[src/rtl/polar_max_height_descriptor_unit_macros.svh]
// Assertion helpers for the RTL of the descriptor unit; the back end includes them.
`ifndef POLAR_MAX_HEIGHT_DESCRIPTOR_UNIT_MACROS_SVH
`define POLAR_MAX_HEIGHT_DESCRIPTOR_UNIT_MACROS_SVH
`ifndef NO_ASSERTIONS
`define PMHD_ASSERT_IMPL(label, clk, rst, ante, cons) \
   label: assert property (@(posedge clk) disable iff (rst) (ante) |-> (cons)) \
      else $error("same-cycle check failed");
`define PMHD_ASSERT_NEXT(label, clk, rst, ante, cons) \
   label: assert property (@(posedge clk) disable iff (rst) (ante) |=> (cons)) \
      else $error("next-cycle check failed");
`else
`define PMHD_ASSERT_IMPL(label, clk, rst, ante, cons)
`define PMHD_ASSERT_NEXT(label, clk, rst, ante, cons)
`endif
`endif

[src/rtl/pmhd_pkg.sv]
`default_nettype none
package pmhd_pkg;

   localparam int RINGS   = 20;
   localparam int SECTORS = 60;
   localparam int NBINS   = RINGS * SECTORS;

   localparam int COORD_W    = 19;
   localparam int RANGE_W    = 18;
   localparam int BIN_W      = 11;
   localparam int RING_W     = 6;
   localparam int SECT_W     = 8;
   localparam int SECT_MUL_W = 41;
   localparam int BIN_CALC_W = 15;
   localparam int D2_W       = 38;
   localparam int MM_W       = 2 * RANGE_W;
   localparam int SCALE_W    = 50;
   localparam int B_W        = 24;
   localparam int BSQ_W      = 2 * B_W;
   localparam int CORDIC_W   = 42;
   localparam int PRESHIFT   = 20;
   localparam int PHI_W      = 35;
   localparam int ITER_N     = 32;
   localparam int ITER_W     = 5;

   localparam int CSR_AW = 3;
   localparam int CSR_DW = 32;
   localparam int REG_MAX_RANGE = 0;
   localparam logic [RANGE_W-1:0] MAX_RANGE_RESET = RANGE_W'(80000);

   localparam int QUEUE_DEPTH = 2;
   localparam int QPTR_W      = $clog2(QUEUE_DEPTH);

   localparam logic signed [PHI_W-1:0] PHI_QUARTER = 35'sh0_4000_0000;
   localparam logic signed [PHI_W-1:0] PHI_HALF    = 35'sh0_8000_0000;
   localparam logic signed [PHI_W-1:0] PHI_3QUART  = 35'sh0_C000_0000;

   typedef enum logic [1:0] {
      FUNC_ADD   = 2'd0,
      FUNC_READ  = 2'd1,
      FUNC_CLEAR = 2'd2,
      FUNC_NONE  = 2'd3
   } func_type;

   typedef enum logic [1:0] {
      OP_ADD,
      OP_READ,
      OP_CLEAR,
      OP_ZERO
   } op_type;

   typedef struct packed {
      op_type                     op;
      logic [BIN_W-1:0]           bin;
      logic signed [COORD_W-1:0]  z;
   } work_type;

   typedef enum logic [3:0] {
      F_IDLE, F_SQX, F_SQY, F_MM, F_RANGE, F_RSQ, F_RCMP,
      F_CINIT, F_CITER, F_SECT, F_BIN, F_PUSH
   } fe_state_type;

   typedef enum logic [1:0] {
      B_SWEEP, B_IDLE, B_EXEC
   } be_state_type;

   // Arctangent of 2^-i in units of 2^-32 turn.
   function automatic logic [31:0] step_angle(input logic [ITER_W-1:0] i);
      logic [31:0] a;
      unique case (i)
         5'd0:  a = 32'h20000000;
         5'd1:  a = 32'h12E4051E;
         5'd2:  a = 32'h09FB385B;
         5'd3:  a = 32'h051111D4;
         5'd4:  a = 32'h028B0D43;
         5'd5:  a = 32'h0145D7E1;
         5'd6:  a = 32'h00A2F61E;
         5'd7:  a = 32'h00517C55;
         5'd8:  a = 32'h0028BE53;
         5'd9:  a = 32'h00145F2F;
         5'd10: a = 32'h000A2F98;
         5'd11: a = 32'h000517CC;
         5'd12: a = 32'h00028BE6;
         5'd13: a = 32'h000145F3;
         5'd14: a = 32'h0000A2FA;
         5'd15: a = 32'h0000517D;
         5'd16: a = 32'h000028BE;
         5'd17: a = 32'h0000145F;
         5'd18: a = 32'h00000A30;
         5'd19: a = 32'h00000518;
         5'd20: a = 32'h0000028C;
         5'd21: a = 32'h00000146;
         5'd22: a = 32'h000000A3;
         5'd23: a = 32'h00000051;
         5'd24: a = 32'h00000029;
         5'd25: a = 32'h00000014;
         5'd26: a = 32'h0000000A;
         5'd27: a = 32'h00000005;
         5'd28: a = 32'h00000003;
         5'd29: a = 32'h00000001;
         5'd30: a = 32'h00000001;
         default: a = 32'h00000000;
      endcase
      return a;
   endfunction

endpackage
`default_nettype wire

[src/rtl/pmhd_queue.sv]
`default_nettype none
module pmhd_queue import pmhd_pkg::*; (
   input  wire logic  clock,
   input  wire logic  reset,
   input  wire logic  push,
   input  work_type   push_data,
   input  wire logic  pop,
   output work_type   head,
   output logic       full,
   output logic       empty
);

   work_type            entry_ff [QUEUE_DEPTH];
   logic [QPTR_W-1:0]   wr_ptr_ff, rd_ptr_ff;
   logic [QPTR_W:0]     count_ff, count_in;

   assign full  = (count_ff == (QPTR_W+1)'(QUEUE_DEPTH));
   assign empty = (count_ff == '0);
   assign head  = entry_ff[rd_ptr_ff];

   always_comb begin
      count_in = count_ff;
      if (push && !pop) begin
         count_in = count_ff + 1'b1;
      end else if (pop && !push) begin
         count_in = count_ff - 1'b1;
      end
   end

   always_ff @(posedge clock) begin
      if (reset) begin
         wr_ptr_ff <= '0;
         rd_ptr_ff <= '0;
         count_ff  <= '0;
      end else begin
         if (push) begin
            wr_ptr_ff <= wr_ptr_ff + 1'b1;
         end
         if (pop) begin
            rd_ptr_ff <= rd_ptr_ff + 1'b1;
         end
         count_ff <= count_in;
      end
   end

   always_ff @(posedge clock) begin
      if (push) begin
         entry_ff[wr_ptr_ff] <= push_data;
      end
   end

endmodule
`default_nettype wire

[config.mk]
export PLATFORM = sky130hd
export DESIGN_NAME = pmhd_queue
export DESIGN_NICKNAME = d
export VERILOG_FILES = /design/src/rtl/polar_max_height_descriptor_unit_macros.svh /design/src/rtl/pmhd_pkg.sv /design/src/rtl/pmhd_queue.sv
export SDC_FILE = /design/constraint.sdc
export NUM_CORES = 1
export LEC_CHECK = 0
export BUFFER_PORTS_ARGS = -buffer_cell sky130_fd_sc_hd__buf_2
export CAP_MARGIN = 15
export CORE_MARGIN = 3
export CORE_UTILIZATION = 53
export CTS_BUF_LIST = sky130_fd_sc_hd__clkbuf_4
export DETAILED_ROUTE_END_ITERATION = 10
export PLACE_DENSITY = 0.81
export SLEW_MARGIN = 10
export SYNTH_ARGS = -nofsm -noshare
export SYNTH_HDL_FRONTEND = slang
export SYNTH_SLANG_ARGS = --single-unit
[constraint.sdc]
create_clock -name clock -period 2.5 [get_ports clock]
set_input_delay 0.5 -clock clock [delete_from_list [all_inputs] [get_ports clock]]
set_output_delay 0.5 -clock clock [all_outputs]
set_load 0.005 [all_outputs]
; ---- Yosys cells after proc, flatten, opt, wreduce, memory -nomap -nowiden
; Memory sizes are Yosys's and may differ from the RTL's. A register that Yosys moved wholly into a read port is not among the register bits.
; Index checks and enable logic that the tools add are counted.
[op_classes]
muxes = 6
n_addsub = 4
n_eq_ne = 1
n_reduce_logical = 6
[op_table]
columns = cell, n
row1 = 1-bit 2-to-1 mux, 4
row2 = 2-bit 2-to-1 mux, 2
row3 = 1-bit adder (second input constant), 2
row4 = 2-bit by 1-bit adder with 2-bit output (second input constant), 1
row5 = 2-bit == test (second input constant), 1
row6 = 1-bit logical AND, 2
row7 = 1-bit logical NOT, 2
row8 = 2-bit logical NOT, 1
row9 = 2-bit nonzero test, 1
row10 = 2-bit by 1-bit subtractor with 2-bit output (second input constant), 1
[word_totals]
memories = 1
wordCells = 21
out_inout_bits = 34
register_bits = 4
inputBits = 36
ram_bits = 64
[memory_table]
columns = memory, words, width, read_ports, rd_clocked_by_memory_dff, wr, line
row1 = entry_ff, 2, 32, 1, 1, 1, pmhd_queue.sv:13  ; work_type entry_ff [QUEUE_DEPTH];

; ---- Depth between registers and ports, before layout
[logic_depth]
ltp_word = 4
ltp_mapped = 5
ltp_nobuf = 5

; ---- Worst setup path after synthesis
; No wires, ideal clock.
[synth_path]
kind = in2reg
from = input port push
to = memory entry_ff[0][0] (netlist name), enable pin
t_arrival_ns = 1.948
required_time_ns = 2.075
slack_ns = 0.128
setup_ns = 0.425
stages = 1
n_path_buf = 0
cell_sequence = nor2b_1
[synth_between]
elab_chain_cells = 2
[synth_rtl]
columns = element, line
row1 = from (decl), pmhd_queue.sv:5  ; input wire logic push,
row2 = 1-bit 2-to-1 mux, pmhd_queue.sv:47  ; if (push) begin
row3 = 1-bit 2-to-1 mux (not written as such), pmhd_queue.sv:48  ; entry_ff[wr_ptr_ff] <= push_data;
row4 = to (decl), pmhd_queue.sv:13
; No other way between the ends.

==> results.toml <==
[yosys]
summed_instance_area_of_the_synthesized_netlist_sq_um = 2520
synth_warnings = 0
synth.ff_latch_count = 69
synth_fp_nets = 159
post_synth_num_cell_types = 17
portion_of_the_post_synthesis_area_used_by_sequential_elements = 0.803
synth_top_area_share = 0.763
synth.top_cells.by_area = "sky130_fd_sc_hd__edfxtp_1 (76%), sky130_fd_sc_hd__mux2_2 (13%), sky130_fd_sc_hd__dfxtp_1 (4.0%), sky130_fd_sc_hd__buf_4 (0.89%), sky130_fd_sc_hd__mux2_1 (0.89%)"
synth.avg_cell_area_sq_um = 20.6
post-synth-top-area-cell = "sky130_fd_sc_hd__edfxtp_1"
synth_cells = 122

[cts]
insertion_delay_ns = 0.39
htreeDepth = 3
cts.sink_count = 69
ctsRootBufferMaster = "sky130_fd_sc_hd__clkbuf_4"
inserted_clock_buffers = 9
clk_pin_slew_worst_paths_ns = 0.11
cts_hold_repair.buffers = 0
cts_tree = "done"
post_cts.resized_instances = 0
cts.repair_timing.setup_buffer_count = 0
clk_path_buf_depth = 2

[grt]
overflow = 0
vias_in_the_first_global_route = 1445
number_of_antenna_violations_at_the_first_check_in_global_routing = 0
grt_start_max_net_pins = 18
wire_length_of_the_first_global_routing_pass_um = 6630
global_route.usage.total = 0.167

[sta]
layout_min_cycle_time_ns = 1.98
worst-slew-pin-transition_ns = 0.466
final.period_utilization = 0.793
final-max-slew-violation-count = 0
relSlewSlack = 0.689
finalSetupViolCount = 0
grt_setup_unrepaired = "no"
finalHoldViolCount = 0
f_max_mhz = 504
clock-skew-final_ns = 0.00558
hold-worst-slack_ns = 0.292
setup-tns-final_ns = 0

[route]
detail_route.drc_violations = 0
drt_pass1_iterations = 4
vias_per_cell = 5.17
vias = 1345
drt-total-wl_um = 4350
detail_route.wl_per_cell_um = 16.7
postRouteAntennaNets = 0
first_iter_violations = 91

[floorplan]
die_w_um = 74.9
core-area_sq_um = 4470
boundaryPins = 70
die_y_um = 74.9
initial_utilization = 0.563
die-area_sq_um = 5610
site_row_count = 24

[pwr]
report.power.total_mw = 2.50
netSwitchingFraction = 0.207
power.combinational.fraction = 0.105
p_sw_uw = 518
static-leakage-power_nw = 1.21
power.clock.fraction = 0.349
cellPowerDensity_nw_per_um2 = 799
p_seq_frac = 0.546
worst_ir_drop_vdd_mv = 0.823
p_int_mw = 1.98

[final_layout]
share_of_cells_above_drive_strength_1 = 0.582
final_net_count = 240
antenna_cells_inserted = 0
layout_area_overhead_pct = 24.2

[outcome]
run_status = "complete, no violations"

[setup_path]
setup.worst_path.class = "flop to output port"
cp-end-kind = "output port"
critPathMaxFanout = 17
worstPathArrival_ns = 1.48
cp.required_ns = 2.00
timing.critical_path.from_type = "flop"

[placed_design]
numPortBuffers = 69
gp_congestion = 0.663
detailedPlacementHpwl_um = 3160

[worst_hold_path]
worst_hold_path_type = "primary input to flop"

[job]
maxCapViolations = 0
power groups by stage:
stage	sequential, mW	combinational (mW)	clock (mW)
6_report	1.36	0.262	0.872
4_1_cts	1.37	0.268	0.896
2_1_floorplan	1.38	0.143	0
5_1_grt	1.37	0.288	0.946
3_5_place_dp	1.39	0.266	0
3_3_place_gp	1.39	0.256	0
cell usage after synthesis:
cell type and count:
sky130_fd_sc_hd__clkbuf_2 1, sky130_fd_sc_hd__nor2b_1 1, sky130_fd_sc_hd__inv_1 1, sky130_fd_sc_hd__o21ai_0 1, sky130_fd_sc_hd__mux2_2 30, sky130_fd_sc_hd__dfxtp_1 5
sky130_fd_sc_hd__and2_1 1, sky130_fd_sc_hd__edfxtp_1 64, sky130_fd_sc_hd__nor2_1 5, sky130_fd_sc_hd__a21oi_1 1, sky130_fd_sc_hd__ha_1 1, sky130_fd_sc_hd__xor2_1 2
sky130_fd_sc_hd__buf_4 3, sky130_fd_sc_hd__mux2_1 2, sky130_fd_sc_hd__or3_1 1, sky130_fd_sc_hd__and2b_2 1, sky130_fd_sc_hd__xnor2_1 2
critical path, cell delays in order, from the launching register on:
cell	delay, ns
sky130_fd_sc_hd__dfxtp_1	0.34
sky130_fd_sc_hd__buf_4	0.25
sky130_fd_sc_hd__mux2_2	0.38
sky130_fd_sc_hd__buf_2	0.13
flip-flops by register name (all words and copies together), names as in the netlist, named ones only:
name and cells:
entry_ff 64, rd_ptr_ff 1, count_ff 2, wr_ptr_ff 1
path summary, 6_finish.rpt:
kind	cells past startpoint	slack, ns	startpoint	endpoint
worst max-delay path	3	0.52	flop	head[9]
worst min-delay path	1	0.29	push_data[5]	entry_ff[0][5]
worst max register to register	2	1.08	wr_ptr_ff	entry_ff[0][3]
worst min register to register	2	0.53	count_ff[1]	count_ff[1]
area by class of cell:
cell class	instances	area [sq um]
sequential	69	2020
fill	301	1350
multi-input combinational	48	472
timing repair buffer	74	383
clock inverter	7	114
clock buffer	9	67.6
tap	52	65.1
inverter	1	3.75
stage by stage:
stage	instances	util	setup slack, ns	area (sq um)
after floorplan	122	-	0.128	2520
after global placement	244	0.658	0.795	2950
after detailed placement	244	0.658	0.740	2950
after CTS	260	0.699	0.490	3130
after global routing	260	0.699	0.418	3130
final	260	0.699	0.518	3130
per-layer routing:
layer	global-route usage	up-vias	wire length [um]
met5	0	-	0
met4	0.0929	0	106
met3	0.0481	10	263
met2	0.283	52	2270
met1	0.191	654	1710
li1	-	629	-
cells in the final DEF (no fill, tap or decap):
cell type,instances
sky130_fd_sc_hd__a21oi_1,1
sky130_fd_sc_hd__mux2_1,2
sky130_fd_sc_hd__buf_4,5
sky130_fd_sc_hd__o21ai_0,1
sky130_fd_sc_hd__ha_1,1
sky130_fd_sc_hd__bufinv_16,3
sky130_fd_sc_hd__nor2b_4,1
sky130_fd_sc_hd__buf_2,69
sky130_fd_sc_hd__and2_1,1
sky130_fd_sc_hd__dfxtp_1,5
sky130_fd_sc_hd__clkinv_2,1
sky130_fd_sc_hd__clkinv_1,1
sky130_fd_sc_hd__xor2_1,2
sky130_fd_sc_hd__or3_1,1
sky130_fd_sc_hd__clkinvlp_4,2
sky130_fd_sc_hd__and2b_2,1
sky130_fd_sc_hd__edfxtp_1,64
sky130_fd_sc_hd__clkbuf_4,9
sky130_fd_sc_hd__mux2_2,30
sky130_fd_sc_hd__nor2_1,5
sky130_fd_sc_hd__xnor2_1,2
sky130_fd_sc_hd__inv_1,1
cell families (layout without fill, tap and decap cells):
kind of cell             Yosys count  in the layout  synth area share
AND/OR/NAND/NOR                    9              9            0.0184
flip-flops                        69             69             0.803
XOR/XNOR                           4              4            0.0139
multiplexers                      32             32             0.143
AO/OA/AOI/OAI                      2              2           0.00397
adder cells (fa/ha/maj)            1              1           0.00497
buffers and inverters              5             91            0.0124
Power figures use the tool's default switching activity.
